===== config.mk =====
export PLATFORM = sky130hd
export DESIGN_NAME = multi_channel_spike_rate_meter_unit_flat
export DESIGN_NICKNAME = d
export VERILOG_FILES = /design/src/sv/smrm_pkg.sv /design/src/sv/smrm_if.sv /design/src/sv/smrm_cell.sv /design/src/sv/smrm_div.sv /design/src/sv/multi_channel_spike_rate_meter_unit.sv /design/src/flat_wrapper.sv
export SDC_FILE = /design/constraint.sdc
export NUM_CORES = 2
export LEC_CHECK = 0
export BUFFER_PORTS_ARGS = -buffer_cell sky130_fd_sc_hd__buf_2
export CAP_MARGIN = 5
export CELL_PAD_IN_SITES_DETAIL_PLACEMENT = 1
export CELL_PAD_IN_SITES_GLOBAL_PLACEMENT = 1
export CORE_AREA = 2 2 450 452
export CTS_CLUSTER_DIAMETER = 100
export DETAILED_ROUTE_END_ITERATION = 7
export DIE_AREA = 0 0 452 454
export HOLD_SLACK_MARGIN = 0.08
export PLACE_DENSITY_LB_ADDON = 0.1
export SLEW_MARGIN = 10
export SYNTH_ARGS = -nofsm -noshare
export SYNTH_HDL_FRONTEND = slang
export SYNTH_SLANG_ARGS = --single-unit

===== constraint.sdc =====
create_clock -name clk_i -period 17.2 [get_ports clk_i]
set_input_delay 4.3 -clock clk_i [delete_from_list [all_inputs] [get_ports clk_i]]
set_output_delay 4.3 -clock clk_i [all_outputs]
set_load 0.03 [all_outputs]

===== src/sv/smrm_pkg.sv =====
`timescale 1ns / 1ps

package smrm_pkg;

  // Channel key: {cell_type, cell_number, node_num}.
  localparam int unsigned KeyW    = 40;
  localparam int unsigned TimeW   = 32;
  localparam int unsigned RateW   = 32;
  localparam int unsigned VoltW   = 16;
  // The dividend is ticks_per_second scaled by 256.
  localparam int unsigned FracW   = 8;
  localparam int unsigned NumW    = RateW + FracW;
  localparam int unsigned DivCntW = 6;

  localparam int unsigned CfgIdxW  = 2;
  localparam int unsigned CfgDataW = 32;

  localparam logic [CfgIdxW-1:0] CFG_SPIKE_THRESHOLD  = 2'd0;
  localparam logic [CfgIdxW-1:0] CFG_TICKS_PER_SECOND = 2'd1;

  localparam logic signed [VoltW-1:0] THRESH_RESET = -16'sd4000;
  localparam logic [TimeW-1:0]        TPS_RESET    = 32'd1000000;
  localparam logic [15:0]             NODE_NONE    = 16'hFFFF;

  // Search token handed from cell to cell.
  typedef struct packed {
    logic             vld;
    logic             hit;
    logic             spike;
    logic             armed;
    logic [TimeW-1:0] interval;
    logic [RateW-1:0] peak;
  } smrm_tok_t;

  // Peak write-back broadcast to the cell row.
  typedef struct packed {
    logic             en;
    logic [RateW-1:0] peak;
  } smrm_wb_t;

endpackage


===== src/sv/smrm_if.sv =====
`timescale 1ns / 1ps

interface smrm_in_if;
  logic               valid;
  logic               ready;
  logic [7:0]         cell_type;
  logic [15:0]        cell_number;
  logic signed [15:0] node_num;
  logic signed [15:0] voltage;
  logic [31:0]        timestamp;

  modport source (
    output valid, cell_type, cell_number, node_num, voltage, timestamp,
    input  ready
  );
  modport sink (
    input  valid, cell_type, cell_number, node_num, voltage, timestamp,
    output ready
  );
endinterface

interface smrm_out_if;
  logic        valid;
  logic        ready;
  logic [31:0] spike_rate;
  logic [31:0] peak_rate;
  logic        spike_seen;
  logic [2:0]  slot_index;
  logic        no_slot;

  modport source (
    output valid, spike_rate, peak_rate, spike_seen, slot_index, no_slot,
    input  ready
  );
  modport sink (
    input  valid, spike_rate, peak_rate, spike_seen, slot_index, no_slot,
    output ready
  );
endinterface


===== src/sv/smrm_cell.sv =====
`timescale 1ns / 1ps

module smrm_cell #(
  parameter int unsigned SlotW = 3,
  parameter int unsigned Index = 0
) (
  input  logic                             clk_i,
  input  logic                             rst_ni,
  input  logic [smrm_pkg::KeyW-1:0]        key_i,
  input  logic signed [smrm_pkg::VoltW-1:0] volt_i,
  input  logic signed [smrm_pkg::VoltW-1:0] thr_i,
  input  logic [smrm_pkg::TimeW-1:0]       now_i,
  input  smrm_pkg::smrm_tok_t              tok_i,
  input  logic [SlotW-1:0]                 idx_i,
  input  smrm_pkg::smrm_wb_t               wb_i,
  input  logic [SlotW-1:0]                 wb_idx_i,
  output smrm_pkg::smrm_tok_t              tok_o,
  output logic [SlotW-1:0]                 idx_o
);

  logic                         used_q;
  logic                         above_q;
  logic                         armed_q;
  logic [smrm_pkg::RateW-1:0]   max_q;
  logic [smrm_pkg::KeyW-1:0]    key_q;
  logic [smrm_pkg::TimeW-1:0]   last_q;
  smrm_pkg::smrm_tok_t          tok_q, tok_d;
  logic [SlotW-1:0]             idx_q, idx_d;
  logic                         key_hit, take, vh, spike;

  // An unused cell takes any key that no earlier cell claimed; cells fill in
  // order, so this is always the next free slot.
  always_comb begin
    key_hit = used_q ? (key_q == key_i) : 1'b1;
    take    = tok_i.vld & ~tok_i.hit & key_hit;
    vh      = volt_i > thr_i;
    spike   = vh & ~above_q;
    tok_d   = tok_i;
    idx_d   = idx_i;
    if (take) begin
      tok_d.hit      = 1'b1;
      tok_d.spike    = spike;
      tok_d.armed    = armed_q;
      tok_d.interval = now_i - last_q;
      tok_d.peak     = max_q;
      idx_d          = SlotW'(Index);
    end
  end

  always_ff @(posedge clk_i or negedge rst_ni) begin
    if (!rst_ni) begin
      tok_q   <= '0;
      idx_q   <= '0;
      used_q  <= 1'b0;
      above_q <= 1'b0;
      armed_q <= 1'b0;
      max_q   <= '0;
    end else begin
      tok_q <= tok_d;
      idx_q <= idx_d;
      if (take) begin
        used_q  <= 1'b1;
        above_q <= vh;
        if (spike) begin
          armed_q <= 1'b1;
        end
      end
      if (wb_i.en && (wb_idx_i == SlotW'(Index))) begin
        max_q <= wb_i.peak;
      end
    end
  end

  always_ff @(posedge clk_i) begin
    if (take && !used_q) begin
      key_q <= key_i;
    end
    if (take && spike) begin
      last_q <= now_i;
    end
  end

  assign tok_o = tok_q;
  assign idx_o = idx_q;

endmodule


===== src/sv/smrm_div.sv =====
`timescale 1ns / 1ps

module smrm_div (
  input  logic                       clk_i,
  input  logic                       rst_ni,
  input  logic                       start_i,
  input  logic [smrm_pkg::NumW-1:0]  dividend_i,
  input  logic [smrm_pkg::TimeW-1:0] divisor_i,
  output logic                       done_o,
  output logic [smrm_pkg::NumW-1:0]  quotient_o
);

  logic                         busy_q;
  logic                         done_q;
  logic [smrm_pkg::DivCntW-1:0] cnt_q;
  logic [smrm_pkg::TimeW-1:0]   den_q;
  logic [smrm_pkg::TimeW-1:0]   rem_q, rem_d;
  logic [smrm_pkg::NumW-1:0]    quo_q;
  logic [smrm_pkg::TimeW:0]     trial;
  logic                         qbit;

  // Restoring division, one quotient bit per cycle; the remainder always
  // stays below the divisor, so it fits in the divisor's width.
  always_comb begin
    trial = {rem_q, quo_q[smrm_pkg::NumW-1]};
    qbit  = trial >= {1'b0, den_q};
    if (qbit) begin
      rem_d = smrm_pkg::TimeW'(trial - {1'b0, den_q});
    end else begin
      rem_d = smrm_pkg::TimeW'(trial);
    end
  end

  always_ff @(posedge clk_i or negedge rst_ni) begin
    if (!rst_ni) begin
      busy_q <= 1'b0;
      done_q <= 1'b0;
      cnt_q  <= '0;
    end else begin
      done_q <= 1'b0;
      if (start_i) begin
        busy_q <= 1'b1;
        cnt_q  <= smrm_pkg::DivCntW'(smrm_pkg::NumW - 1);
      end else if (busy_q) begin
        cnt_q <= cnt_q - 1'b1;
        if (cnt_q == '0) begin
          busy_q <= 1'b0;
          done_q <= 1'b1;
        end
      end
    end
  end

  always_ff @(posedge clk_i) begin
    if (start_i) begin
      den_q <= divisor_i;
      rem_q <= '0;
      quo_q <= dividend_i;
    end else if (busy_q) begin
      rem_q <= rem_d;
      quo_q <= {quo_q[smrm_pkg::NumW-2:0], qbit};
    end
  end

  assign done_o     = done_q;
  assign quotient_o = quo_q;

endmodule


===== src/sv/multi_channel_spike_rate_meter_unit.sv =====
`timescale 1ns / 1ps

// Multi-channel spike rate meter. Each input word names a channel by
// {cell_type, cell_number, node_num} and carries a voltage sample and a
// timestamp. The channel is looked up in a row of SLOTS cells, each owning
// one table slot; a new channel takes the next free cell, and a node of -1
// or a full table gives a word with no_slot set and everything else zero.
// A rising crossing of spike_threshold is a spike; the first spike of a
// channel only arms it, and each later one gives ticks_per_second * 256 /
// interval (Hz with 8 fraction bits, saturating, all ones for a zero
// interval). peak_rate is the channel's largest rate so far. The block takes
// one word at a time: after acceptance its token walks the cell row, and when
// a rate is computed the bit-serial divider, which produces one quotient bit
// per cycle, runs before the result word is presented. The next input word
// can be accepted in the same cycle that the result is first presented.
// A finished result waits in an output register, and the next input word is
// accepted while it waits. Configuration is to be written only while idle;
// the user must keep to this, as the block itself does not enforce it.

module multi_channel_spike_rate_meter_unit #(
  parameter int unsigned SLOTS = 8
) (
  input  logic                            clk_i,
  input  logic                            rst_ni,
  input  logic                            cfg_we_i,
  input  logic [smrm_pkg::CfgIdxW-1:0]    cfg_idx_i,
  input  logic [smrm_pkg::CfgDataW-1:0]   cfg_data_i,
  smrm_in_if.sink                         in_i,
  smrm_out_if.source                      out_o
);

  localparam int unsigned SlotW = (SLOTS > 1) ? $clog2(SLOTS) : 1;

  localparam logic [1:0] ST_IDLE = 2'd0;
  localparam logic [1:0] ST_WALK = 2'd1;
  localparam logic [1:0] ST_DIV  = 2'd2;
  localparam logic [1:0] ST_FIN  = 2'd3;

  logic [1:0] state_q, state_d;

  // Configuration registers.
  logic signed [smrm_pkg::VoltW-1:0] thr_q;
  logic [smrm_pkg::TimeW-1:0]        tps_q;

  // The word being worked on.
  logic [smrm_pkg::KeyW-1:0]         key_q;
  logic signed [smrm_pkg::VoltW-1:0] volt_q;
  logic [smrm_pkg::TimeW-1:0]        now_q;
  logic                              nochan_q;
  logic                              launch_q;

  // Token as it leaves the last cell.
  smrm_pkg::smrm_tok_t               res_q;
  logic [SlotW-1:0]                  res_idx_q;
  logic [smrm_pkg::RateW-1:0]        rate_q, rate_d;

  // Output register.
  logic                              out_vld_q;
  logic [smrm_pkg::RateW-1:0]        out_rate_q;
  logic [smrm_pkg::RateW-1:0]        out_peak_q;
  logic                              out_spike_q;
  logic [2:0]                        out_slot_q;
  logic                              out_none_q;

  smrm_pkg::smrm_tok_t               tok [SLOTS+1];
  logic [SlotW-1:0]                  idx [SLOTS+1];
  smrm_pkg::smrm_wb_t                wb;

  logic                              accept;
  logic                              tok_done;
  logic                              need_div;
  logic                              div_start;
  logic                              div_done;
  logic [smrm_pkg::NumW-1:0]         quotient;
  logic                              can_load;
  logic                              no_slot;
  logic [smrm_pkg::RateW-1:0]        new_peak;
  logic [SlotW+2:0]                  idx_ext;

  assign in_i.ready = (state_q == ST_IDLE);
  assign accept     = in_i.valid & in_i.ready;

  always_ff @(posedge clk_i or negedge rst_ni) begin
    if (!rst_ni) begin
      thr_q <= smrm_pkg::THRESH_RESET;
      tps_q <= smrm_pkg::TPS_RESET;
    end else if (cfg_we_i) begin
      case (cfg_idx_i)
        smrm_pkg::CFG_SPIKE_THRESHOLD:  thr_q <= cfg_data_i[smrm_pkg::VoltW-1:0];
        smrm_pkg::CFG_TICKS_PER_SECOND: tps_q <= cfg_data_i[smrm_pkg::TimeW-1:0];
        default: ;
      endcase
    end
  end

  always_ff @(posedge clk_i) begin
    if (accept) begin
      key_q    <= {in_i.cell_type, in_i.cell_number, in_i.node_num};
      volt_q   <= in_i.voltage;
      now_q    <= in_i.timestamp;
      nochan_q <= (in_i.node_num == smrm_pkg::NODE_NONE);
    end
  end

  // The token enters the row already marked as taken when there is no
  // channel, so no cell reacts to it.
  always_comb begin
    tok[0]          = '0;
    tok[0].vld      = launch_q;
    tok[0].hit      = nochan_q;
    idx[0]          = '0;
  end

  for (genvar g = 0; g < SLOTS; g++) begin : g_cell
    smrm_cell #(
      .SlotW (SlotW),
      .Index (g)
    ) u_cell (
      .clk_i    (clk_i),
      .rst_ni   (rst_ni),
      .key_i    (key_q),
      .volt_i   (volt_q),
      .thr_i    (thr_q),
      .now_i    (now_q),
      .tok_i    (tok[g]),
      .idx_i    (idx[g]),
      .wb_i     (wb),
      .wb_idx_i (res_idx_q),
      .tok_o    (tok[g+1]),
      .idx_o    (idx[g+1])
    );
  end

  assign tok_done  = (state_q == ST_WALK) & tok[SLOTS].vld;
  assign need_div  = ~nochan_q & tok[SLOTS].hit & tok[SLOTS].spike & tok[SLOTS].armed;
  assign div_start = tok_done & need_div & (tok[SLOTS].interval != '0);

  smrm_div u_div (
    .clk_i      (clk_i),
    .rst_ni     (rst_ni),
    .start_i    (div_start),
    .dividend_i ({tps_q, {smrm_pkg::FracW{1'b0}}}),
    .divisor_i  (tok[SLOTS].interval),
    .done_o     (div_done),
    .quotient_o (quotient)
  );

  assign can_load = ~out_vld_q | out_o.ready;
  assign no_slot  = nochan_q | ~res_q.hit;
  assign new_peak = (rate_q > res_q.peak) ? rate_q : res_q.peak;
  assign idx_ext  = {3'b000, res_idx_q};

  always_comb begin
    wb.en   = (state_q == ST_FIN) & can_load & ~no_slot;
    wb.peak = new_peak;
  end

  always_comb begin
    state_d = state_q;
    rate_d  = rate_q;
    case (state_q)
      ST_IDLE: begin
        if (accept) begin
          state_d = ST_WALK;
        end
      end
      ST_WALK: begin
        if (tok_done) begin
          if (!need_div) begin
            rate_d  = '0;
            state_d = ST_FIN;
          end else if (tok[SLOTS].interval == '0) begin
            rate_d  = '1;
            state_d = ST_FIN;
          end else begin
            state_d = ST_DIV;
          end
        end
      end
      ST_DIV: begin
        if (div_done) begin
          if (quotient[smrm_pkg::NumW-1:smrm_pkg::RateW] != '0) begin
            rate_d = '1;
          end else begin
            rate_d = quotient[smrm_pkg::RateW-1:0];
          end
          state_d = ST_FIN;
        end
      end
      ST_FIN: begin
        if (can_load) begin
          state_d = ST_IDLE;
        end
      end
      default: state_d = ST_IDLE;
    endcase
  end

  always_ff @(posedge clk_i or negedge rst_ni) begin
    if (!rst_ni) begin
      state_q   <= ST_IDLE;
      launch_q  <= 1'b0;
      out_vld_q <= 1'b0;
    end else begin
      state_q  <= state_d;
      launch_q <= accept;
      if ((state_q == ST_FIN) && can_load) begin
        out_vld_q <= 1'b1;
      end else if (out_o.ready) begin
        out_vld_q <= 1'b0;
      end
    end
  end

  always_ff @(posedge clk_i) begin
    rate_q <= rate_d;
    if (tok_done) begin
      res_q     <= tok[SLOTS];
      res_idx_q <= idx[SLOTS];
    end
    if ((state_q == ST_FIN) && can_load) begin
      if (no_slot) begin
        out_rate_q  <= '0;
        out_peak_q  <= '0;
        out_spike_q <= 1'b0;
        out_slot_q  <= '0;
        out_none_q  <= 1'b1;
      end else begin
        out_rate_q  <= rate_q;
        out_peak_q  <= new_peak;
        out_spike_q <= res_q.spike;
        out_slot_q  <= idx_ext[2:0];
        out_none_q  <= 1'b0;
      end
    end
  end

  assign out_o.valid      = out_vld_q;
  assign out_o.spike_rate = out_rate_q;
  assign out_o.peak_rate  = out_peak_q;
  assign out_o.spike_seen = out_spike_q;
  assign out_o.slot_index = out_slot_q;
  assign out_o.no_slot    = out_none_q;

endmodule

===== src/flat_wrapper.sv =====
// flat-port wrapper written by rule: the top's interface ports become plain ports
module multi_channel_spike_rate_meter_unit_flat 
#(
  parameter int unsigned SLOTS = 8
)
  (clk_i, rst_ni, cfg_we_i, cfg_idx_i, cfg_data_i, in_i_valid, in_i_cell_type, in_i_cell_number, in_i_node_num, in_i_voltage, in_i_timestamp, in_i_ready, out_o_valid, out_o_spike_rate, out_o_peak_rate, out_o_spike_seen, out_o_slot_index, out_o_no_slot, out_o_ready);
  smrm_in_if in_i_i ();
  smrm_out_if out_o_i ();
  input  logic clk_i;
  input  logic rst_ni;
  input  logic cfg_we_i;
  input  logic [smrm_pkg::CfgIdxW-1:0] cfg_idx_i;
  input  logic [smrm_pkg::CfgDataW-1:0] cfg_data_i;
  input wire logic [$bits(in_i_i.valid)-1:0] in_i_valid;
  input wire logic [$bits(in_i_i.cell_type)-1:0] in_i_cell_type;
  input wire logic [$bits(in_i_i.cell_number)-1:0] in_i_cell_number;
  input wire logic [$bits(in_i_i.node_num)-1:0] in_i_node_num;
  input wire logic [$bits(in_i_i.voltage)-1:0] in_i_voltage;
  input wire logic [$bits(in_i_i.timestamp)-1:0] in_i_timestamp;
  output wire logic [$bits(in_i_i.ready)-1:0] in_i_ready;
  output wire logic [$bits(out_o_i.valid)-1:0] out_o_valid;
  output wire logic [$bits(out_o_i.spike_rate)-1:0] out_o_spike_rate;
  output wire logic [$bits(out_o_i.peak_rate)-1:0] out_o_peak_rate;
  output wire logic [$bits(out_o_i.spike_seen)-1:0] out_o_spike_seen;
  output wire logic [$bits(out_o_i.slot_index)-1:0] out_o_slot_index;
  output wire logic [$bits(out_o_i.no_slot)-1:0] out_o_no_slot;
  input wire logic [$bits(out_o_i.ready)-1:0] out_o_ready;
  assign in_i_i.valid = in_i_valid;
  assign in_i_i.cell_type = in_i_cell_type;
  assign in_i_i.cell_number = in_i_cell_number;
  assign in_i_i.node_num = in_i_node_num;
  assign in_i_i.voltage = in_i_voltage;
  assign in_i_i.timestamp = in_i_timestamp;
  assign in_i_ready = in_i_i.ready;
  assign out_o_valid = out_o_i.valid;
  assign out_o_spike_rate = out_o_i.spike_rate;
  assign out_o_peak_rate = out_o_i.peak_rate;
  assign out_o_spike_seen = out_o_i.spike_seen;
  assign out_o_slot_index = out_o_i.slot_index;
  assign out_o_no_slot = out_o_i.no_slot;
  assign out_o_i.ready = out_o_ready;
  multi_channel_spike_rate_meter_unit #(.SLOTS(SLOTS)) u_core (.clk_i(clk_i), .rst_ni(rst_ni), .cfg_we_i(cfg_we_i), .cfg_idx_i(cfg_idx_i), .cfg_data_i(cfg_data_i), .in_i(in_i_i), .out_o(out_o_i));
endmodule

Yosys cells after proc, flatten, opt, wreduce, memory -nomap -nowiden:

Index checks and enable logic that the tools add are counted.

* $add $sub $neg: 10
* multipliers: 0
* divide/modulo/power cells: 0
* order comparisons: 3
* equality and inequality tests: 25
* shifts and indexed selects: 0
* mux-type cells: 51
* bitwise operators: 54
* reductions and logical operators: 55

Operator list (count)
* two-way mux 67 bit: 8
* == test 40 bit: 8
* subtractor 32 bit: 9
* two-way mux 32 bit: 7
* two-way mux 40 bit: 2
* case mux 32 bit (2 select lines): 1
* AND 1 bit: 33
* >= comparator 33 x 32 -> 1 bit: 1
* > comparator 32 bit: 1
* logical NOT 32 bit: 1
* nonzero test 32 bit: 1
* logical AND 1 bit: 25
* AND reduction 2 bit: 10
* two-way mux 1 bit: 19
* inverter 1 bit: 19
* two-way mux 3 bit: 6
* == test 16 bit, second input constant: 1
* > comparator 16 bit: 1
* == test 3 bit, second input constant: 4
* two-way mux 6 bit: 2
* two-way mux 2 bit: 5
* logical NOT 1 bit: 8
* case mux 2 bit (4 select lines): 1
* AND reduction 4 bit: 2
* other kinds (14): 23

* register bits: 1812
* latch bits: 0
* bits in writable memories: 0
* bits in read-only memories: 0
* input port bits: 127
* output and inout port bits: 71
* word-level logic and storage cells: 327
* memories: 0

Logic depth before layout (Yosys ltp):

* word-level depth: 7
* gate-level depth with buffers: 15
* depth with buffers taken out: 15

Modules after synthesis:

Synthesis repeated with hierarchy kept, for this count alone.

* cells, all modules: 7137
* area total of the unflattened synthesis: 88326.0 um^2

By module, submodules not included
* smrm_cell at u_core.g_cell[1].u_cell ...: times used 2, cells each 723, area an instance 8853.5 um^2
* multi_channel_spike_rate_meter_unit: times used 1, cells each 713, area an instance 11417.2 um^2
* smrm_cell at u_core.g_cell[0].u_cell: times used 1, cells each 722, area an instance 8961.1 um^2
* smrm_cell at u_core.g_cell[3].u_cell: times used 1, cells each 722, area an instance 8864.8 um^2
* smrm_cell at u_core.g_cell[6].u_cell: times used 1, cells each 719, area an instance 8698.3 um^2
* smrm_cell at u_core.g_cell[4].u_cell: times used 1, cells each 723, area an instance 8693.3 um^2
* smrm_cell at u_core.g_cell[7].u_cell: times used 1, cells each 719, area an instance 8693.3 um^2
* smrm_cell at u_core.g_cell[5].u_cell: times used 1, cells each 722, area an instance 8677.1 um^2
* smrm_div: times used 1, cells each 651, area an instance 6613.8 um^2

Worst setup path after synthesis:

Ideal clock, no wire load.

* kind: input port to flip-flop
* from: input in_i_valid
* to: register u_core.key_q[0] (netlist bit), enable pin
* setup time: 0.458 ns
* arrival time: 6.369 ns
* data required time: 16.742 ns
* slack: 10.373 ns
* stages on the path: 1
* path through: and2_1

* cells in the longest elaborated chain, start to end: 1

Ends and longest elaborated chain
* start: declaration: RTL line flat_wrapper.sv:14 `input wire logic [$bits(in_i_i.valid)-1:0] in_i_valid;`
* AND 1 bit: RTL line multi_channel_spike_rate_meter_unit.sv:81 `assign accept = in_i.valid & in_i.ready;`
* end signal: assignment: RTL line multi_channel_spike_rate_meter_unit.sv:98 `key_q <= {in_i.cell_type, in_i.cell_number, in_i.node_num};`
* end: declaration: RTL line multi_channel_spike_rate_meter_unit.sv:46 `logic [smrm_pkg::KeyW-1:0] key_q;`

Every way passes these cells.
A chain may end at the register's enable or synchronous reset.

==> impl_metrics.yaml <==
power_and_ir_drop:
  p_clk_frac: 0.363
  vdd_drop_max_mv: 0.113
  power.share.switching: 0.289
  p_int_w: 0.00853
  p_switching_w: 0.00347
  power_per_cell_area_mw_per_mm2: 131
  p_seq_frac: 0.464
  pwr-share-comb: 0.174
  p_total_w: 0.0120
  p_leak_nw: 40.0
clocking:
  postCtsSetupBuffers: 0
  htreeDepth: 4
  cts_buffers: 198
  clock_latency_ps: 840
  cts_resized: 0
  clkTransAtPathRegs_ps: 60
  clockBufferDepth: 3
  cts_tree: "done"
  cts_sinks: 1808
  holdBufCountCts: 0
  cts_root_buf: "clkbuf_16"
cells_and_area:
  drive_gt1_frac: 0.145
  fillCellCount: 20824
  fin_nets: 7311
  area_delta_synth_final_pct: 14.5
timing:
  rsz0062_at_grt: "no"
  tns_ps: 0
  skew_ps: 30.9
  hold_violations: 0
  maxSlewViolCount: 0
  max_freq_mhz: 148
  min_period_over_period: 0.393
  slew_headroom: 0.192
  finalSetupViolCount: 0
  fin_crit_ps: 6760
  holdWs_ps: 383
  worst_pin_slew_ps: 1200
detailed_routing:
  drtAntennaViolNets: 0
  drtIter0Drc: 2464
  dr.pass1.iters: 7
  wirelength_um: 200000
  dr_total_vias: 49793
  route.detailed.drc: 0
  avgRoutedWirePerCell_um: 20.6
  viasPerCell: 5.14
global_route:
  grt_pass1_wl_um: 314000
  first_global_vias: 53569
  grt_max_degree: 165
  antenna_found_initial: 7
  gr-total-overflow: 0
  grt_use_total: 0.196
synth:
  syn_area_mm2: 0.0799
  async_reset_ff_frac: 0.498
  synth_top_flop_cell: "dfrtp_1"
  yosysSeqAreaShare: 0.618
  synth_cell_types: 79
  synth-edff-count: 867
  avgSynthCellArea_um2: 12.2
  yosys_warnings: 0
  postSynthCellCount: 6528
  ys_seq_elements: 1808
  synth_nets: 6998
setup_path:
  cp.arrival_ps: 7560
  critPathLaunchType: "input port"
  worstPathMaxFanout: 92
  path_class: "input port to asynchronous set/reset pin"
  endpoint_kind: "asynchronous set/reset pin"
  required_ps: 18000
run_status:
  status: "finished, final reports clean"
floorplan:
  row_count: 165
  fp.dieArea_mm2: 0.205
  io_pins: 198
  start_util: 0.398
  die_w_um: 452
  core_mm2: 0.201
  die_h_um: 454
worst_hold_path:
  hold_path_class: "flip-flop to flip-flop"
placement:
  gp_congestion: 0.805
  io_buffers: 197
  dp_hpwl_um: 136000
run:
  cap_violations: 0
[cell usage after synthesis, types with 13 or more instances]
| master | n | area share |
|---|---|---|
| nor4_1 | 75 | 0.0059 |
| nand3_1 | 99 | 0.0062 |
| a21oi_1 | 224 | 0.014 |
| nand2_1 | 677 | 0.032 |
| or3_1 | 22 | 0.0017 |
| o21ai_1 | 20 | 0.0013 |
| dfstp_2 | 13 | 0.0043 |
| nand2b_1 | 73 | 0.0057 |
| nor3_1 | 70 | 0.0044 |
| and3_1 | 23 | 0.0018 |
| o21bai_1 | 26 | 0.0024 |
| a31oi_1 | 28 | 0.0022 |
| o211ai_1 | 19 | 0.0018 |
| o31a_1 | 16 | 0.0018 |
| o31ai_1 | 27 | 0.0025 |
| ha_1 | 334 | 0.052 |
| o21a_1 | 86 | 0.0081 |
| xor2_1 | 352 | 0.039 |
| nor2b_1 | 86 | 0.0067 |
| xnor2_1 | 204 | 0.022 |
| mux2i_1 | 62 | 0.0078 |
| edfxtp_1 | 867 | 0.33 |
| a21boi_0 | 15 | 0.0014 |
| dfxtp_1 | 40 | 0.010 |
| dfrtp_1 | 888 | 0.28 |
| nand4_1 | 64 | 0.0050 |
| clkbuf_1 | 216 | 0.010 |
| or2_2 | 15 | 0.0012 |
| a21o_1 | 126 | 0.012 |
| mux2_2 | 289 | 0.041 |
| and2_1 | 53 | 0.0041 |
| a211oi_1 | 43 | 0.0040 |
| o21ai_0 | 606 | 0.038 |
| inv_1 | 397 | 0.019 |
| nor2_1 | 229 | 0.011 |
[stage by stage]
| step | std cells | setup WS, ps | utilization | instance area (µm²) |
|---|---|---|---|---|
| floorplan | 6528 | 10370 | - | 79900 |
| global route | 9689 | 9880 | 0.455 | 91500 |
| CTS | 9688 | 10280 | 0.455 | 91500 |
| detailed placement | 9313 | 9360 | 0.422 | 84700 |
| global placement | 9313 | 9460 | 0.422 | 84700 |
| finish | 9692 | 10440 | 0.456 | 91500 |
[path summary, 6_finish.rpt]
kind	start	endpoint	slack [ps]	cells after the start
max in group clk_i	u_core.state_q[1]	in_i_ready	11060	3
worst max register to register	u_core.rate_q[5]	u_core.g_cell[0].u_cell.max_q[3]	12480	13
worst max-delay path	rst_ni	u_core.g_cell[0].u_cell.tok_o[19]	10440	4
min in group asynchronous	rst_ni	u_core.thr_q[7]	3480	1
worst min-delay path	u_core.g_cell[5].u_cell.tok_o[67]	u_core.g_cell[6].u_cell.tok_o[67]	380	0
worst min register to register	u_core.g_cell[5].u_cell.tok_o[67]	u_core.g_cell[6].u_cell.tok_o[67]	380	0
[registers in the layout (all words and copies together), names as in the netlist, 6 cells and up]
| register | flops |
|---|---|
| u_core.tps_q | 32 |
| u_core.out_o.spike_rate | 32 |
| u_core.g_cell.u_cell.last_q | 256 |
| u_core.g_cell.u_cell.idx_o | 17 |
| u_core.g_cell.u_cell.armed_q | 8 |
| u_core.volt_q | 16 |
| u_core.rate_q | 32 |
| u_core.thr_q | 16 |
| u_core.key_q | 40 |
| u_core.g_cell.u_cell.used_q | 8 |
| u_core.u_div.den_q | 32 |
| u_core.g_cell.u_cell.max_q | 256 |
| u_core.out_o.peak_rate | 32 |
| u_core.u_div.quotient_o | 40 |
| u_core.g_cell.u_cell.above_q | 8 |
| u_core.u_div.cnt_q | 6 |
| u_core.g_cell.u_cell.key_q | 320 |
| u_core.res_q | 34 |
| u_core.now_q | 32 |
| u_core.u_div.rem_q | 32 |
| u_core.g_cell.u_cell.tok_o | 544 |
[final cells by class]
class,count,area (µm²),area share
clock buffers,288,5840,0.0638
repair buffers,342,2100,0.0229
diodes,4,10.0,0.000109
clock inverters,87,946,0.0103
inverters,399,1500,0.0164
multi-input cells,4092,28400,0.310
flip-flops and latches,1808,49400,0.540
well taps,2672,3340,0.0365
[logic make-up (layout without fill, tap and decap cells)]
logic type,count (synthesis),after routing,share of synthesized area
compound gates,1325,1325,0.0997
xor+xnor,556,556,0.0609
fa+ha+maj,343,343,0.0546
buf+inv,628,1116,0.0297
flops,1808,1808,0.618
mux,351,351,0.0485
other cells,0,4,0
simple gates,1517,1517,0.0885
[placed cells by master, fill, tap and decap left out, types with 97 or more instances in the layout]
cell type	count
ha_1	334
xor2_1	352
inv_1	396
mux2_2	289
clkbuf_16	209
edfxtp_1	867
buf_2	196
nand3_1	97
xnor2_1	204
dfrtp_1	887
a21o_1	126
nor2_1	213
o21ai_0	606
a21oi_1	224
buf_4	144
nand2_1	669
[per-layer routing]
layer | wire [µm] | vias up | part of all wire | track usage
met5 | 0 | - | 0 | 0
met4 | 4410 | 0 | 0.022 | 0.0501
met3 | 5750 | 286 | 0.029 | 0.0252
met2 | 99100 | 642 | 0.50 | 0.343
met1 | 90300 | 25194 | 0.45 | 0.257
li1 | - | 23671 | - | -
[power groups by stage]
stage	Sequential (W)	Combinational, W	Clock [W]
final	0.00556	0.00208	0.00435
after global routing	0.00563	0.00234	0.00465
after global placement	0.00564	0.00205	0
after detailed placement	0.00566	0.00211	0
after CTS	0.00558	0.00213	0.00448
after floorplan	0.00562	0.00126	0
[critical path: stages]
cell and delay, ps:
buf_8 520, buf_4 750, buf_4 880, buf_4 930
Power figures use the tool's default switching activity.
